--- config.mk ---
export PLATFORM = sky130hd
export DESIGN_NAME = spm_sqrt_pipe
export DESIGN_NICKNAME = d
export VERILOG_FILES = /design/src/rtl/spm_pkg.sv /design/src/rtl/spm_sqrt_pipe.sv
export SDC_FILE = /design/constraint.sdc
export NUM_CORES = 1
export LEC_CHECK = 0
export BUFFER_PORTS_ARGS = -buffer_cell sky130_fd_sc_hd__buf_4
export CORE_ASPECT_RATIO = 1.75
export CORE_MARGIN = 1.5
export CORE_UTILIZATION = 63
export CTS_CLUSTER_SIZE = 10
export DETAILED_ROUTE_END_ITERATION = 6
export PLACE_DENSITY = 0.88
export SKIP_CTS_REPAIR_TIMING = 1
export SLEW_MARGIN = 25
export SYNTH_ARGS = -nofsm -noshare
export SYNTH_HDL_FRONTEND = slang
export SYNTH_SLANG_ARGS = --single-unit
--- constraint.sdc ---
create_clock -name i_clk -period 3.6 [get_ports i_clk]
set_clock_uncertainty 0.1 [all_clocks]
set_input_delay 0.36 -clock i_clk [delete_from_list [all_inputs] [get_ports i_clk]]
set_output_delay 0.36 -clock i_clk [all_outputs]
set_load 0.01 [all_outputs]
--- src/rtl/spm_pkg.sv ---
package spm_pkg;

    localparam int RADIUS_W = 16;
    localparam logic [RADIUS_W-1:0] RADIUS_RESET = 16'd256;

    localparam int OUT_W = 24;
    localparam int MAG_W = OUT_W + 1;
    localparam int RAD_ALIGN = 7;

    localparam logic [MAG_W-1:0] OUT_MAXPOS = 25'd8388607;
    localparam logic [MAG_W-1:0] OUT_MAXNEG = 25'd8388608;

    typedef struct packed {
        logic                    accepted;
        logic signed [OUT_W-1:0] coord_x;
        logic signed [OUT_W-1:0] coord_y;
        logic signed [OUT_W-1:0] coord_z;
    } t_result;

endpackage

--- src/rtl/spm_sqrt_pipe.sv ---
module spm_sqrt_pipe
    import spm_pkg::*;
#(
    parameter int ROOT_W = 15,
    parameter int SIDE_W = 8
) (
    input  logic                  i_clk,
    input  logic                  i_rst_n,
    input  logic                  i_en,
    input  logic                  i_valid,
    input  logic [2*ROOT_W-1:0]   i_radicand,
    input  logic [SIDE_W-1:0]     i_side,
    output logic                  o_valid,
    output logic [ROOT_W-1:0]     o_root,
    output logic [SIDE_W-1:0]     o_side
);

    localparam int RAD_W = 2 * ROOT_W;
    localparam int REM_W = ROOT_W + 3;

    logic [ROOT_W-1:0]              c_valid;
    logic [ROOT_W-1:0][REM_W-1:0]   c_rem;
    logic [ROOT_W-1:0][ROOT_W-1:0]  c_root;
    logic [ROOT_W-1:0][RAD_W-1:0]   c_rad;
    logic [ROOT_W-1:0][SIDE_W-1:0]  c_side;

    logic [ROOT_W-1:0]              r_valid;
    logic [ROOT_W-1:0][REM_W-1:0]   r_rem;
    logic [ROOT_W-1:0][ROOT_W-1:0]  r_root;
    logic [ROOT_W-1:0][RAD_W-1:0]   r_rad;
    logic [ROOT_W-1:0][SIDE_W-1:0]  r_side;

    // One result bit per stage, most significant first: two radicand bits
    // are brought down and a trial subtraction decides the bit.
    for (genvar g = 0; g < ROOT_W; g++) begin : g_stage
        logic [REM_W-1:0]  w_shifted;
        logic [REM_W-1:0]  w_trial;
        logic              w_ge;
        logic [REM_W-1:0]  n_rem;
        logic [ROOT_W-1:0] n_root;

        if (g == 0) begin : g_first
            assign c_valid[g] = i_valid;
            assign c_rem[g]   = '0;
            assign c_root[g]  = '0;
            assign c_rad[g]   = i_radicand;
            assign c_side[g]  = i_side;
        end else begin : g_next
            assign c_valid[g] = r_valid[g-1];
            assign c_rem[g]   = r_rem[g-1];
            assign c_root[g]  = r_root[g-1];
            assign c_rad[g]   = r_rad[g-1];
            assign c_side[g]  = r_side[g-1];
        end

        assign w_shifted = {c_rem[g][REM_W-3:0], c_rad[g][2*(ROOT_W-1-g) +: 2]};
        assign w_trial   = REM_W'({c_root[g], 2'b01});
        assign w_ge      = (w_shifted >= w_trial);
        assign n_rem     = w_ge ? (w_shifted - w_trial) : w_shifted;
        assign n_root    = {c_root[g][ROOT_W-2:0], w_ge};

        always_ff @(posedge i_clk) begin
            if (!i_rst_n) begin
                r_valid[g] <= 1'b0;
            end else if (i_en) begin
                r_valid[g] <= c_valid[g];
            end
        end

        always_ff @(posedge i_clk) begin
            if (i_en) begin
                r_rem[g]  <= n_rem;
                r_root[g] <= n_root;
                r_rad[g]  <= c_rad[g];
                r_side[g] <= c_side[g];
            end
        end
    end

    assign o_valid = r_valid[ROOT_W-1];
    assign o_root  = r_root[ROOT_W-1];
    assign o_side  = r_side[ROOT_W-1];

endmodule

==> out/summary.txt <==
status = finished clean
clock buffer depth = 3
port bufs = 65
leakage = 12.51 nW
Fin. Hold Viols = 0
MaxCap Viol Count = 0
sequential share of power = 51.2%
Clock power frac = 35.7%
worst-path cell chain = inv_1 > ha_1 > nand4_1 > a21oi_1 > o211a_1 > nor2_2 > clkinv_1 > buf_4 > mux2_2
total power draw = 19.46 mW
Die ar. = 47510 sq um
ys async rst share = 0%
CTS tree = built
Ports = 66
IR drop worst, VDD = 0.0005095 V
Post-Syn Area per Cell = 14.70 sq um
share of the synthesized area in the top cell type = 67.94%
clock root cell = clkbuf_16
Synth Net Count = 2155
CTS Buf Count = 77
Arr. time, crit path = 3430 ps
core area = 45800 sq um
largest net degree at the start of global routing = 119
Starting Density = 63.49%
XOR/XNOR share of the synthesized area = 4.397%
Pint = 14.54 mW
nets@finish = 2340
drt total wl = 61.42 mm
CP required = 3850 ps
Least-Margin Pin Slew = 879.3 ps
Synth Area in Simple Gates = 7.860%
Core Rows = 104
post-synthesis mux area share = 2.908%
Seq/Total Area, Yosys = 68.97%
Fmax = 314.6 MHz
distinct cell type count after synthesis = 80
largest area contributor in the netlist = edfxtp_1
cells after synthesis = 1978
Vias = 16731
Layout area overhead = 13.44%
# H-tree levels = 3
Crit path largest cell delay = 500 ps
WL per Instance = 22.20 microns
router iterations before antenna repair = 7
Final period util = 88.30%
complex-gate fraction of the synthesized area = 7.456%
Ys Warns = 0
Max Fanout on Critical Path = 7
Setup violations, final = 0
GRT Total Usage = 26.13%
CP max-delay cell = edfxtp_1
count leader, synth = edfxtp_1
Switch Pwr = 4.913 mW
Via-to-Cell Ratio = 6.049
first-pass GRT wire length = 91.67 mm
PD cells = 589.7 nW/um^2
detailed-route DRC error count = 0
combinational fraction of design power = 13.1%
top cells by count, synth = edfxtp_1 (658), inv_1 (168), ha_1 (135), nor2_1 (88), xnor2_1 (85)
Starting DRT DRC Count = 923
vias in the first global route = 17762
main combinational cell family by area after synthesis = simple AND/OR/NAND/NOR gates
Horiz. Die Dim = 165.4 microns
fraction of layout cells with a size suffix above 1 = 11.59%
post-route setup TNS = 0 ps
Seq cells post-synth = 673
fin. max-slew vios = 0
post-layout minimum cycle time = 3179 ps
clk_lat worst skew = 620 ps
Post-synth top flop = edfxtp_1
Synth Area in Adders = 5.808%
initial antenna violation count = 0
WS Path Type = register to register
Net Sw Frac = 25.26%
antenna viol nets, final = 0
HPWL after detailed placement = 40.76 mm
Worst-path clk slew = 60 ps
Setup crit end kind = register
number of flops mapped to enable cells by yosys = 658
top cells by area, synth = edfxtp_1 (68%), ha_1 (5.8%), xnor2_1 (2.6%)
gr ovfl total = 0
Netlist Area Pre-Place = 29080 sq um
final RePlAce weighted congestion = 1.009
Hold Path Class = input pin to register
TritonCTS Sinks = 673
CP startpoint kind = register
Antenna diodes = 0
Die Height = 287.2 microns
RSZ-0062 raised after global routing = false
Slew headroom = 40.76%
[kinds of logic after synthesis]
| kind of cell | Yosys count |
|---|---|
| compound gates | 326 |
| buf+inv | 193 |
| fa+ha+maj | 135 |
| xor+xnor | 146 |
| mux | 78 |
| flops | 673 |
| other cells | 1 |
| simple gates | 426 |
[final cells by class]
class	count	area, sq um
clock inverters	8	183.9
flip-flops and latches	673	20060
inverters	170	638.1
multi-input cells	1112	8272
fillers	2826	12810
well taps	583	729.5
repair buffers	129	1131
clock buffers	91	1979
[metrics by stage]
stage / hold WS, ps / area (sq um) / worst slack, ps / utilization [%] / std cells
floorplan: 300.3 / 29080 / 782.0 / - / 1978
global placement: 301.0 / 30410 / 549.3 / 66.39 / 2625
detailed placement: 304.5 / 30410 / 503.2 / 66.39 / 2625
CTS: -232.5 / 32570 / 451.3 / 71.11 / 2724
global route: 63.49 / 32990 / 280.4 / 72.03 / 2766
finish: 59.22 / 32990 / 421.3 / 72.03 / 2766
[routing by layer]
layer,share of wire [%],up-vias,global-route usage (%)
met1,29,8162,20.57
met2,58,495,52.10
met4,9.5,0,22.28
li1,-,7775,-
met3,3.2,299,4.271
met5,0,-,0
[path summary, 6_finish.rpt]
| kind | start | end | slack, ps | cells after the start |
|---|---|---|---|---|
| max | c_root[137]$_DFFE_PP_ | c_rem[185]$_DFFE_PP_ | 420 | 9 |
| min | i_en | c_side[17]$_DFFE_PP_ | 60 | 1 |
| max reg2reg | c_root[137]$_DFFE_PP_ | c_rem[185]$_DFFE_PP_ | 420 | 9 |
| min reg2reg | c_rad[44]$_DFFE_PP_ | c_rad[74]$_DFFE_PP_ | 310 | 0 |
[power groups by stage]
stage          clock network [mW]  logic (mW)  registers (mW)
4_1_cts                      7.01        2.49            9.95
2_1_floorplan                   0        1.71            9.92
3_5_place_dp                    0        2.45            10.1
6_report                     6.94        2.56            9.96
3_3_place_gp                    0        2.35            10.0
5_1_grt                      7.30        2.80            10.0
[registers in the layout, indices dropped and copies added (netlist names)]
name     flops
c_root     105
c_valid     14
o_side       8
o_root      15
c_side     112
c_rem      208
c_rad      210
o_valid      1
[cells in the final DEF (no fill, tap or decap), types with 6 or more instances in the layout]
| master | Yosys | final |
|---|---|---|
| o21bai_1 | 8 | 8 |
| a221oi_1 | 6 | 6 |
| a21oi_1 | 70 | 70 |
| a31oi_1 | 8 | 8 |
| o31ai_1 | 14 | 14 |
| nand4b_1 | 6 | 6 |
| nand4_1 | 13 | 13 |
| nor3b_1 | 8 | 8 |
| edfxtp_1 | 658 | 658 |
| mux2_2 | 52 | 52 |
| a211oi_1 | 17 | 17 |
| nand2_1 | 73 | 73 |
| nor4_1 | 16 | 16 |
| nor3_1 | 44 | 44 |
| o211ai_1 | 13 | 13 |
| or3_1 | 28 | 28 |
| clkbuf_1 | 13 | 14 |
| o21ai_0 | 75 | 75 |
| a2111oi_0 | 8 | 8 |
| a21o_1 | 23 | 23 |
| or4_1 | 11 | 11 |
| dfxtp_1 | 15 | 15 |
| clkbuf_16 | 0 | 77 |
| or2_2 | 11 | 11 |
| xnor2_1 | 85 | 85 |
| buf_4 | 1 | 82 |
| and3_1 | 13 | 13 |
| ha_1 | 135 | 135 |
| o21a_1 | 35 | 35 |
| xor2_1 | 61 | 61 |
| nor2b_1 | 34 | 34 |
| dlygate4sd3_1 | 0 | 42 |
| o31a_1 | 6 | 6 |
| and2_1 | 9 | 9 |
| inv_1 | 168 | 168 |
| nand3_1 | 33 | 33 |
| nor2_1 | 88 | 88 |
| mux2i_1 | 26 | 26 |
| nand2b_1 | 15 | 15 |
[critical path, delay by kind of cell, from the launching register on]
family	cells	cell delay (ps)
AOI/OAI and AO/OA	2	750
adders and majority gates	1	440
buffers and inverters	3	300
DFF	1	500
muxes	1	350
and+or+nand+nor	2	470
(Power assumes the default switching activity.)
