**config.mk**
```make
export PLATFORM = sky130hd
export DESIGN_NAME = spm_out_buf
export DESIGN_NICKNAME = d
export VERILOG_FILES = /design/src/rtl/spm_pkg.sv /design/src/rtl/spm_out_buf.sv
export SDC_FILE = /design/constraint.sdc
export NUM_CORES = 1
export LEC_CHECK = 0
export BUFFER_PORTS_ARGS = -buffer_cell sky130_fd_sc_hd__buf_2
export CAP_MARGIN = 30
export CORE_MARGIN = 3
export CORE_UTILIZATION = 55
export DETAILED_ROUTE_END_ITERATION = 10
export GPL_TIMING_DRIVEN = 0
export PLACE_DENSITY = 0.81
export SYNTH_ARGS = -nofsm -noshare
export SYNTH_HDL_FRONTEND = slang
export SYNTH_SLANG_ARGS = --single-unit
```
**constraint.sdc**
```tcl
create_clock -name i_clk -period 22.1 [get_ports i_clk]
set_clock_uncertainty 0.05 [all_clocks]
set_input_delay 1.105 -clock i_clk [delete_from_list [all_inputs] [get_ports i_clk]]
set_output_delay 1.105 -clock i_clk [all_outputs]
set_load 0.01 [all_outputs]
```
**src/rtl/spm_pkg.sv**
```systemverilog
package spm_pkg;

    localparam int RADIUS_W = 16;
    localparam logic [RADIUS_W-1:0] RADIUS_RESET = 16'd256;

    localparam int OUT_W = 24;
    localparam int MAG_W = OUT_W + 1;
    localparam int RAD_ALIGN = 7;

    localparam logic [MAG_W-1:0] OUT_MAXPOS = 25'd8388607;
    localparam logic [MAG_W-1:0] OUT_MAXNEG = 25'd8388608;

    typedef struct packed {
        logic                    accepted;
        logic signed [OUT_W-1:0] coord_x;
        logic signed [OUT_W-1:0] coord_y;
        logic signed [OUT_W-1:0] coord_z;
    } t_result;

endpackage

```
**src/rtl/spm_out_buf.sv**
```systemverilog
module spm_out_buf
    import spm_pkg::*;
(
    input  logic    i_clk,
    input  logic    i_rst_n,
    input  logic    i_valid,
    input  t_result i_data,
    output logic    o_in_ready,
    output logic    o_valid,
    input  logic    i_ready,
    output t_result o_data
);

    logic    r_out_valid;
    logic    r_skid_valid;
    t_result r_out;
    t_result r_skid;

    logic    w_in_fire;
    logic    w_out_free;
    logic    n_out_valid;
    logic    n_skid_valid;

    assign w_in_fire  = i_valid && !r_skid_valid;
    assign w_out_free = !r_out_valid || i_ready;

    always_comb begin
        n_out_valid  = r_out_valid;
        n_skid_valid = r_skid_valid;
        if (w_out_free) begin
            n_out_valid  = r_skid_valid || w_in_fire;
            n_skid_valid = 1'b0;
        end else if (w_in_fire) begin
            n_skid_valid = 1'b1;
        end
    end

    always_ff @(posedge i_clk) begin
        if (!i_rst_n) begin
            r_out_valid  <= 1'b0;
            r_skid_valid <= 1'b0;
        end else begin
            r_out_valid  <= n_out_valid;
            r_skid_valid <= n_skid_valid;
        end
    end

    always_ff @(posedge i_clk) begin
        if (w_out_free) begin
            r_out <= r_skid_valid ? r_skid : i_data;
        end else if (w_in_fire) begin
            r_skid <= i_data;
        end
    end

    assign o_in_ready = !r_skid_valid;
    assign o_valid    = r_out_valid;
    assign o_data     = r_out;

endmodule

```
==> report_table.html, run 1 <==
<table>
<tr><th>Metric</th><th>Value</th></tr>
<tr><th colspan="2">Placed design</th></tr>
<tr><td>Instance count after placement with tap cells included</td><td>523</td></tr>
<tr><td>I/O Buffers</td><td>151</td></tr>
<tr><td>Detailed placer's ending HPWL</td><td>6.53 mm</td></tr>
<tr><td>Routability congestion estimate from global placement</td><td>0.709</td></tr>
<tr><td>Dpl ws</td><td>18.46 ns</td></tr>
<tr><th colspan="2">Finish</th></tr>
<tr><td>Number of standard cells in the layout, taps in and fillers out</td><td>556</td></tr>
<tr><td>Number of diodes added for antenna fixing</td><td>0</td></tr>
<tr><td>Area added between synthesis and finish</td><td>30.5%</td></tr>
<tr><td>Footprint of the multi-input gates</td><td>872 um^2</td></tr>
<tr><td>Filler cells</td><td>606</td></tr>
<tr><td>Register area</td><td>0.00442 mm^2</td></tr>
<tr><td>Net count reported at finish</td><td>491</td></tr>
<tr><td>Fraction of layout cells with a size suffix above 1</td><td>64.6%</td></tr>
<tr><th colspan="2">Floorplanning</th></tr>
<tr><td>Floorplan Core Area</td><td>0.00937 mm^2</td></tr>
<tr><td>Die Footprint</td><td>0.0110 mm^2</td></tr>
<tr><td>Number of placed I/O pins</td><td>152</td></tr>
<tr><td>Number of rows created at floorplan</td><td>35</td></tr>
<tr><td>Die boundary height</td><td>105 um</td></tr>
<tr><td>Effective utilization at floorplan</td><td>57.1%</td></tr>
<tr><td>Die width</td><td>105 um</td></tr>
<tr><th colspan="2">Setup path</th></tr>
<tr><td>Worst-path cell with the longest stage delay</td><td>sky130_fd_sc_hd__dfxtp_1</td></tr>
<tr><td>Delay of the slowest cell on the worst path</td><td>0.39 ns</td></tr>
<tr><td>Buffer and inverter count on the worst path</td><td>4</td></tr>
<tr><td>Arrival time worst endpoint</td><td>1.47 ns</td></tr>
<tr><td>Worst Path Max Fanout</td><td>10</td></tr>
<tr><td>Required @ worst endpoint</td><td>20.95 ns</td></tr>
<tr><td>Startpoint types</td><td>flip-flop</td></tr>
<tr><td>Largest delay share family, worst path</td><td>buffers and inverters</td></tr>
<tr><td>Worst setup path category</td><td>reg2out</td></tr>
<tr><td>Kind of end point of the critical path</td><td>output pin</td></tr>
<tr><td>Cells along the critical path</td><td>buf_4 -&gt; buf_6 -&gt; inv_1 -&gt; buf_2</td></tr>
<tr><th colspan="2">Global routing</th></tr>
<tr><td>Wire length of the first global-routing pass</td><td>15.0 mm</td></tr>
<tr><td>Number of antenna violations at the first check in global routing</td><td>0</td></tr>
<tr><td>Pin count of the biggest net entering global routing</td><td>55</td></tr>
<tr><td>Remaining global-route overflow</td><td>0</td></tr>
<tr><td>Via count of the first global-routing pass</td><td>2905</td></tr>
<tr><td>Overall fraction of global-route tracks in use</td><td>17.7%</td></tr>
<tr><th colspan="2">Pwr</th></tr>
<tr><td>Internal cell power</td><td>0.500 mW</td></tr>
<tr><td>Leakage power total</td><td>2.71 nW</td></tr>
<tr><td>Cell Pwr Density</td><td>92.1 mW/mm^2</td></tr>
<tr><td>Net switching power figure</td><td>0.143 mW</td></tr>
<tr><td>Switching portion of total power</td><td>22.3%</td></tr>
<tr><td>Gate power share</td><td>6.4%</td></tr>
<tr><td>Final Power</td><td>0.643 mW</td></tr>
<tr><td>Clk pwr share</td><td>42.6%</td></tr>
<tr><td>Relative contribution of sequential cells to total power</td><td>50.9%</td></tr>
<tr><td>VDD IR max</td><td>0.0000616 V</td></tr>
<tr><th colspan="2">STA</th></tr>
<tr><td>Clock period minus final worst setup slack</td><td>2.63 ns</td></tr>
<tr><td>Final hold slack</td><td>0.497 ns</td></tr>
<tr><td>Smallest setup slack after layout</td><td>19.47 ns</td></tr>
<tr><td>Actual transition at the worst max-transition pin</td><td>0.378 ns</td></tr>
<tr><td>Total Neg Setup Slack</td><td>0 ns</td></tr>
<tr><td>Setup repair after global routing missed its margin</td><td>no</td></tr>
<tr><td>Worst rel slew slack</td><td>74.8%</td></tr>
<tr><td>Fmax</td><td>381 MHz</td></tr>
<tr><td>Final Cycle Share</td><td>11.9%</td></tr>
<tr><td>Total count of hold-check failures in the final report</td><td>0</td></tr>
<tr><td>Number of pins exceeding their max-slew limit in the final report</td><td>0</td></tr>
<tr><td>Setup-violating endpoint count in the final report</td><td>0</td></tr>
<tr><th colspan="2">Clock tree</th></tr>
<tr><td>CTS hold repair buffers</td><td>0</td></tr>
<tr><td>Clk pin slew, worst setup/hold paths</td><td>0.06 ns</td></tr>
<tr><td>Setup Buffers After CTS</td><td>0</td></tr>
<tr><td>H-tree Lvls</td><td>4</td></tr>
<tr><td>TritonCTS clock tree</td><td>done</td></tr>
<tr><td>Buffers from clock root to sink, at most</td><td>2</td></tr>
<tr><td>CTS Root Cell</td><td>sky130_fd_sc_hd__clkbuf_8</td></tr>
<tr><td>CTS-repair resized insts</td><td>0</td></tr>
<tr><td>CTS buffer count</td><td>17</td></tr>
<tr><td>Sink count of the clock tree</td><td>148</td></tr>
<tr><td>Worst-Skew Late Latency</td><td>0.51 ns</td></tr>
<tr><th colspan="2">Synth</th></tr>
<tr><td>Count of distinct cell types in the synthesized netlist</td><td>12</td></tr>
<tr><td>Cell type with the largest total area after synthesis</td><td>sky130_fd_sc_hd__edfxtp_1</td></tr>
<tr><td>Number of instances in the synthesized netlist</td><td>235</td></tr>
<tr><td>Warning count from the yosys run</td><td>0</td></tr>
<tr><td>Biggest area contributors in the synthesized netlist</td><td>sky130_fd_sc_hd__edfxtp_1, sky130_fd_sc_hd__mux2_2, sky130_fd_sc_hd__buf_6, sky130_fd_sc_hd__dfxtp_1, sky130_fd_sc_hd__buf_2</td></tr>
<tr><td>Post-synthesis instance area</td><td>0.00536 mm^2</td></tr>
<tr><td>Total nets after synthesis</td><td>312</td></tr>
<tr><td>Proportion of synthesized chip area in sequential cells</td><td>82.6%</td></tr>
<tr><td>Synthesized area per cell</td><td>22.8 um^2</td></tr>
<tr><td>Yosys top cell area share</td><td>81.9%</td></tr>
<tr><td>Number of synthesized register bits</td><td>148</td></tr>
<tr><th colspan="2">Detailed routing</th></tr>
<tr><td>Drt via density</td><td>5.07</td></tr>
<tr><td>Post-DRT Antenna Nets</td><td>0</td></tr>
<tr><td>1st-iter DRT viols</td><td>141</td></tr>
<tr><td>Number of vias in the routed layout</td><td>2818</td></tr>
<tr><td>Average routed wire per standard cell</td><td>17.0 um</td></tr>
<tr><td>Detailed-router iteration count before antenna repair</td><td>4</td></tr>
<tr><td>DRC violations left</td><td>0</td></tr>
<tr><td>Final routed wirelength across all metal layers</td><td>9.46 mm</td></tr>
<tr><th colspan="2">Hold path</th></tr>
<tr><td>Kind of path behind the tightest hold check</td><td>reg2reg</td></tr>
<tr><th colspan="2">Run status</th></tr>
<tr><td>Status</td><td>finished clean</td></tr>
<tr><th colspan="2">Run</th></tr>
<tr><td>Max-cap violations</td><td>0</td></tr>
</table>
layout by cell type (no fill, tap or decap), drive strengths merged:
master	count
bufinv	1
edfxtp	146
inv	10
a21boi	1
mux2	73
nand2b	1
buf	168
clkbuf	17
clkinv	5
nor2	1
nor3b	2
dfxtp	2
metal layers:
layer,GRT usage (%),vias up,routed length [um]
li1,-,1316,-
met1,22.7,1354,3940
met2,27.2,138,4400
met3,8.09,10,1030
met4,5.34,0,87
met5,0,-,0
power groups by stage:
stage / Combinational (mW) / Sequential, mW / Clock, mW
3_5_place_dp: 0.0417 / 0.334 / 0
2_1_floorplan: 0.0122 / 0.341 / 0
3_3_place_gp: 0.0388 / 0.335 / 0
6_report: 0.0415 / 0.328 / 0.274
5_1_grt: 0.0451 / 0.329 / 0.291
4_1_cts: 0.0420 / 0.328 / 0.281
sequential cells by signal, indices dropped and copies added (netlist names):
register	flops
o_data	73
r_skid	73
o_valid	1
r_skid_valid	1
through the flow:
step	util, %	cell area, um^2
floorplan	-	5360
global placement	66.9	6270
detailed placement	68.2	6390
CTS	74.4	6980
global route	74.6	6990
finish	74.6	6990
synth_stat cells:
cell type	instances
sky130_fd_sc_hd__edfxtp_1	146
sky130_fd_sc_hd__mux2_2	73
sky130_fd_sc_hd__buf_6	4
sky130_fd_sc_hd__buf_2	3
sky130_fd_sc_hd__dfxtp_1	2
sky130_fd_sc_hd__a21boi_1	1
sky130_fd_sc_hd__buf_4	1
sky130_fd_sc_hd__inv_1	1
sky130_fd_sc_hd__nand2b_1	1
sky130_fd_sc_hd__nor2_1	1
sky130_fd_sc_hd__nor3b_1	1
sky130_fd_sc_hd__nor3b_2	1
logic make-up after synthesis:
| group | count (synthesis) | share of synthesized area (%) |
|---|---|---|
| compound gates | 1 | 0.140 |
| mux | 73 | 15.4 |
| simple gates | 4 | 0.561 |
| buf+inv | 9 | 1.33 |
| flops | 148 | 82.6 |
path summary, 6_finish.rpt:
kind	from	to	slack, ns	depth (start not counted)
setup / recovery	r_skid_valid	o_in_ready	19.47	4
hold / removal	r_skid[43]	o_data[43]	0.50	1
setup reg to reg	o_valid	r_skid[72]	19.97	6
hold reg to reg	r_skid[43]	o_data[43]	0.50	1
final cells by class:
cell class              count  area share [%]
inverters                   1          0.0537
multi-input cells          78            12.5
well taps                 129            2.31
plain buffers               8           0.967
flip-flops and latches    148            63.3
clock buffers              17            5.93
clock inverters            15            2.38
repair buffers            160            12.6
Note: power is estimated with default switching activity, not from simulation.
==> run 2, diff against run 1 <==
--- a/config.mk
+++ b/config.mk
@@ -8,10 +8,10 @@
 export BUFFER_PORTS_ARGS = -buffer_cell sky130_fd_sc_hd__buf_2
 export CAP_MARGIN = 30
 export CORE_MARGIN = 3
-export CORE_UTILIZATION = 55
+export CORE_UTILIZATION = 51
 export DETAILED_ROUTE_END_ITERATION = 10
 export GPL_TIMING_DRIVEN = 0
-export PLACE_DENSITY = 0.81
+export PLACE_DENSITY = 0.75
 export SYNTH_ARGS = -nofsm -noshare
 export SYNTH_HDL_FRONTEND = slang
 export SYNTH_SLANG_ARGS = --single-unit
==> constraint.sdc (replaced) <==
create_clock -name i_clk -period 2.7 [get_ports i_clk]
set_clock_uncertainty 0.05 [all_clocks]
set_input_delay 0.135 -clock i_clk [delete_from_list [all_inputs] [get_ports i_clk]]
set_output_delay 0.135 -clock i_clk [all_outputs]
set_load 0.01 [all_outputs]
==> report_table.html, run 2 (synthesis gave the netlist of run 1 again) <==
<table>
<tr><th>Metric</th><th>Value</th></tr>
<tr><th colspan="2">Run status</th></tr>
<tr><td>Status</td><td>finished clean</td></tr>
<tr><th colspan="2">Detailed routing</th></tr>
<tr><td>DRC violations left</td><td>0 (unchanged)</td></tr>
<tr><td>Post-DRT Antenna Nets</td><td>0 (unchanged)</td></tr>
<tr><td>Final routed wirelength across all metal layers</td><td>11.0 mm (+16%)</td></tr>
<tr><td>Number of vias in the routed layout</td><td>3097 (+9.9%)</td></tr>
<tr><td>1st-iter DRT viols</td><td>95 (-33%)</td></tr>
<tr><td>Average routed wire per standard cell</td><td>17.4 um (+2.4%)</td></tr>
<tr><td>Detailed-router iteration count before antenna repair</td><td>4 (unchanged)</td></tr>
<tr><td>Drt via density</td><td>4.92 (-3.0%)</td></tr>
<tr><th colspan="2">Floorplanning</th></tr>
<tr><td>Number of rows created at floorplan</td><td>36 (+2.9%)</td></tr>
<tr><td>Die boundary height</td><td>108 um (+3.6%)</td></tr>
<tr><td>Number of placed I/O pins</td><td>152 (unchanged)</td></tr>
<tr><td>Die width</td><td>108 um (+3.6%)</td></tr>
<tr><td>Floorplan Core Area</td><td>0.0100 mm^2 (+6.7%)</td></tr>
<tr><td>Effective utilization at floorplan</td><td>53.6% (-3.6 points)</td></tr>
<tr><td>Die Footprint</td><td>0.0118 mm^2 (+7.4%)</td></tr>
<tr><th colspan="2">STA</th></tr>
<tr><td>Clock period minus final worst setup slack</td><td>2.27 ns</td></tr>
<tr><td>Worst rel slew slack</td><td>37.9% (-37 points)</td></tr>
<tr><td>Actual transition at the worst max-transition pin</td><td>0.930 ns (+0.552 ns)</td></tr>
<tr><td>Final hold slack</td><td>0.255 ns (-0.241 ns)</td></tr>
<tr><td>Total count of hold-check failures in the final report</td><td>0 (unchanged)</td></tr>
<tr><td>Smallest setup slack after layout</td><td>0.429 ns (-19.05 ns)</td></tr>
<tr><td>Setup repair after global routing missed its margin</td><td>no</td></tr>
<tr><td>Fmax</td><td>440 MHz</td></tr>
<tr><td>Final Cycle Share</td><td>84.1%</td></tr>
<tr><td>Setup-violating endpoint count in the final report</td><td>0 (unchanged)</td></tr>
<tr><td>Number of pins exceeding their max-slew limit in the final report</td><td>0 (unchanged)</td></tr>
<tr><th colspan="2">Finish</th></tr>
<tr><td>Most frequent standard cell in the layout excluding fill and tap cells</td><td>sky130_fd_sc_hd__buf_2</td></tr>
<tr><td>Post-Route Utilization</td><td>77.7% (+3.1 points)</td></tr>
<tr><td>Fraction of layout cells with a size suffix above 1</td><td>53.7% (-11 points)</td></tr>
<tr><td>Number of standard cells in the layout, taps in and fillers out</td><td>630 (+13%)</td></tr>
<tr><td>Net count reported at finish</td><td>563 (+15%)</td></tr>
<tr><td>Area added between synthesis and finish</td><td>45.1%</td></tr>
<tr><td>Number of diodes added for antenna fixing</td><td>0 (unchanged)</td></tr>
<tr><td>Commonest cells after routing, fill and taps aside</td><td>sky130_fd_sc_hd__buf_2, sky130_fd_sc_hd__edfxtp_1, sky130_fd_sc_hd__dlygate4sd3_1</td></tr>
<tr><th colspan="2">Pwr</th></tr>
<tr><td>Leakage power total</td><td>3.01 nW (+11%)</td></tr>
<tr><td>VDD IR max</td><td>0.000440 V (+610%)</td></tr>
<tr><td>Cell Pwr Density</td><td>699 mW/mm^2 (+660%)</td></tr>
<tr><th colspan="2">Clock tree</th></tr>
<tr><td>Worst-Skew Late Latency</td><td>0.50 ns (about the same)</td></tr>
<tr><td>Clk pin slew, worst setup/hold paths</td><td>0.06 ns (about the same)</td></tr>
<tr><td>H-tree Lvls</td><td>4 (unchanged)</td></tr>
<tr><td>CTS Root Cell</td><td>sky130_fd_sc_hd__clkbuf_8</td></tr>
<tr><td>CTS buffer count</td><td>17 (unchanged)</td></tr>
<tr><td>TritonCTS clock tree</td><td>done</td></tr>
<tr><td>Buffers from clock root to sink, at most</td><td>2 (unchanged)</td></tr>
<tr><td>Sink count of the clock tree</td><td>148 (unchanged)</td></tr>
<tr><th colspan="2">Setup path</th></tr>
<tr><td>Number of gates on the worst path with buffers counted</td><td>4 (unchanged)</td></tr>
<tr><td>Delay of the slowest cell on the worst path</td><td>0.87 ns (+0.48 ns)</td></tr>
<tr><td>Worst-path cell with the longest stage delay</td><td>sky130_fd_sc_hd__nor3b_4</td></tr>
<tr><td>CP startpoint</td><td>o_valid</td></tr>
<tr><td>Cells along the critical path</td><td>nand2b_4 -&gt; nor3b_4 -&gt; buf_8 -&gt; buf_16</td></tr>
<tr><td>Endpoint of the most critical setup path</td><td>r_skid[53]</td></tr>
<tr><td>Origin of the critical flop-to-flop path</td><td>o_valid</td></tr>
<tr><td>Startpoint types</td><td>flip-flop</td></tr>
<tr><td>Largest delay share family, worst path</td><td>simple AND/OR/NAND/NOR gates</td></tr>
<tr><td>Arrival time worst endpoint</td><td>2.43 ns (+0.96 ns)</td></tr>
<tr><td>Kind of end point of the critical path</td><td>flip-flop</td></tr>
<tr><td>Buffer and inverter count on the worst path</td><td>2 (-2)</td></tr>
<tr><td>Worst setup path category</td><td>reg2reg</td></tr>
<tr><td>Slack of the worst reg-to-reg path</td><td>0.43 ns (-19.54 ns)</td></tr>
<tr><td>Worst Path Max Fanout</td><td>31 (+21)</td></tr>
<tr><td>Worst flop-to-flop path endpoint</td><td>r_skid[53]</td></tr>
<tr><td>Worst r2r path cells</td><td>4 (-2)</td></tr>
<tr><td>Required @ worst endpoint</td><td>2.86 ns (-18.09 ns)</td></tr>
<tr><th colspan="2">Global routing</th></tr>
<tr><td>Met2 layer usage reported by global route</td><td>31.6% (+4.4 points)</td></tr>
<tr><td>Via count of the first global-routing pass</td><td>3408 (+17%)</td></tr>
<tr><td>Number of antenna violations at the first check in global routing</td><td>0 (unchanged)</td></tr>
<tr><td>GR met1 Demand/Resource</td><td>24.4% (+1.7 points)</td></tr>
<tr><td>Overall fraction of global-route tracks in use</td><td>19.8% (+2.2 points)</td></tr>
<tr><td>Busiest layer in global routing</td><td>met2</td></tr>
<tr><td>GRT met3 Usage</td><td>8.24% (+0.15 points)</td></tr>
<tr><td>Remaining global-route overflow</td><td>0 (unchanged)</td></tr>
<tr><td>Pin count of the biggest net entering global routing</td><td>47 (-15%)</td></tr>
<tr><td>Wire length of the first global-routing pass</td><td>17.4 mm (+16%)</td></tr>
<tr><th colspan="2">Placed design</th></tr>
<tr><td>Detailed placer's ending HPWL</td><td>6.83 mm (+4.6%)</td></tr>
<tr><td>I/O Buffers</td><td>151 (unchanged)</td></tr>
<tr><td>Dpl ws</td><td>0.393 ns (-18.07 ns)</td></tr>
<tr><td>Instance count after placement with tap cells included</td><td>524 (+0.19%)</td></tr>
<tr><td>Routability congestion estimate from global placement</td><td>0.705 (-0.54%)</td></tr>
<tr><th colspan="2">Run</th></tr>
<tr><td>Max-cap violations</td><td>0 (unchanged)</td></tr>
<tr><th colspan="2">Hold path</th></tr>
<tr><td>Kind of path behind the tightest hold check</td><td>in2reg</td></tr>
</table>
[run 2: layout make-up]
type	instances	area, um^2
inverters	1	3.75
flip-flops and latches	148	4430
clock inverters	11	161
well taps	133	166
multi-input cells	78	878
plain buffers	8	67.6
fillers	581	2230
repair buffers	232	1640
clock buffers	19	422
[run 2: layer usage]
layer  vias up  part of all wire [%]  wire length [um]
met5         -                     0                 0
met4         0                   1.8               194
met3        22                   8.7               949
met2       128                    49              5370
met1      1496                    41              4460
li1       1451                     -                 -
[run 2: power by group]
part           internal (mW)  switching [mW]  leakage (nW)  total [mW]
clock                   1.48           0.829         0.279        2.31
sequential              2.66          0.0285          1.44        2.68
combinational          0.239           0.196          1.29       0.435
total                   4.38            1.05          3.01        5.43
[run 2: stage by stage]
step | setup TNS, ns | cell area, um^2 | total power [mW]
after detailed placement | 0 | 6420 | 3.08
after CTS | 0 | 7770 | 5.47
final | 0 | 7770 | 5.43
after global placement | -133.54 | 6300 | 3.05
after global routing | 0 | 7770 | 5.64
after floorplan | -43.39 | 5380 | 2.88
[run 2: worst min-delay path, cell delays in order]
cell and delay [ns]:
sky130_fd_sc_hd__buf_2 0.08, sky130_fd_sc_hd__nand2b_4 0.42, sky130_fd_sc_hd__a21boi_1 0.12
[run 2: how the worst min path moves through the flow]
stage / slack [ns] / to / cells after the start / startpoint
4_1_cts: 0.24 / o_valid / 3 / i_ready
2_1_floorplan: 0.18 / r_skid[0] / 0 / i_data[0]
3_5_place_dp: 0.28 / r_skid[31] / 1 / i_data[31]
3_3_place_gp: 0.28 / r_skid[29] / 1 / i_data[29]
6_report: 0.26 / o_valid / 3 / i_ready
5_1_grt: 0.26 / o_valid / 3 / i_ready
[run 2: repair_timing]
action / 4_1_cts / 5_1_grt
hold endpoints to repair: 148 / 0
setup buffers: 0 / 0
gates resized for setup: 0 / 0
setup endpoints to repair: 0 / 0
hold buffers: 76 / 0
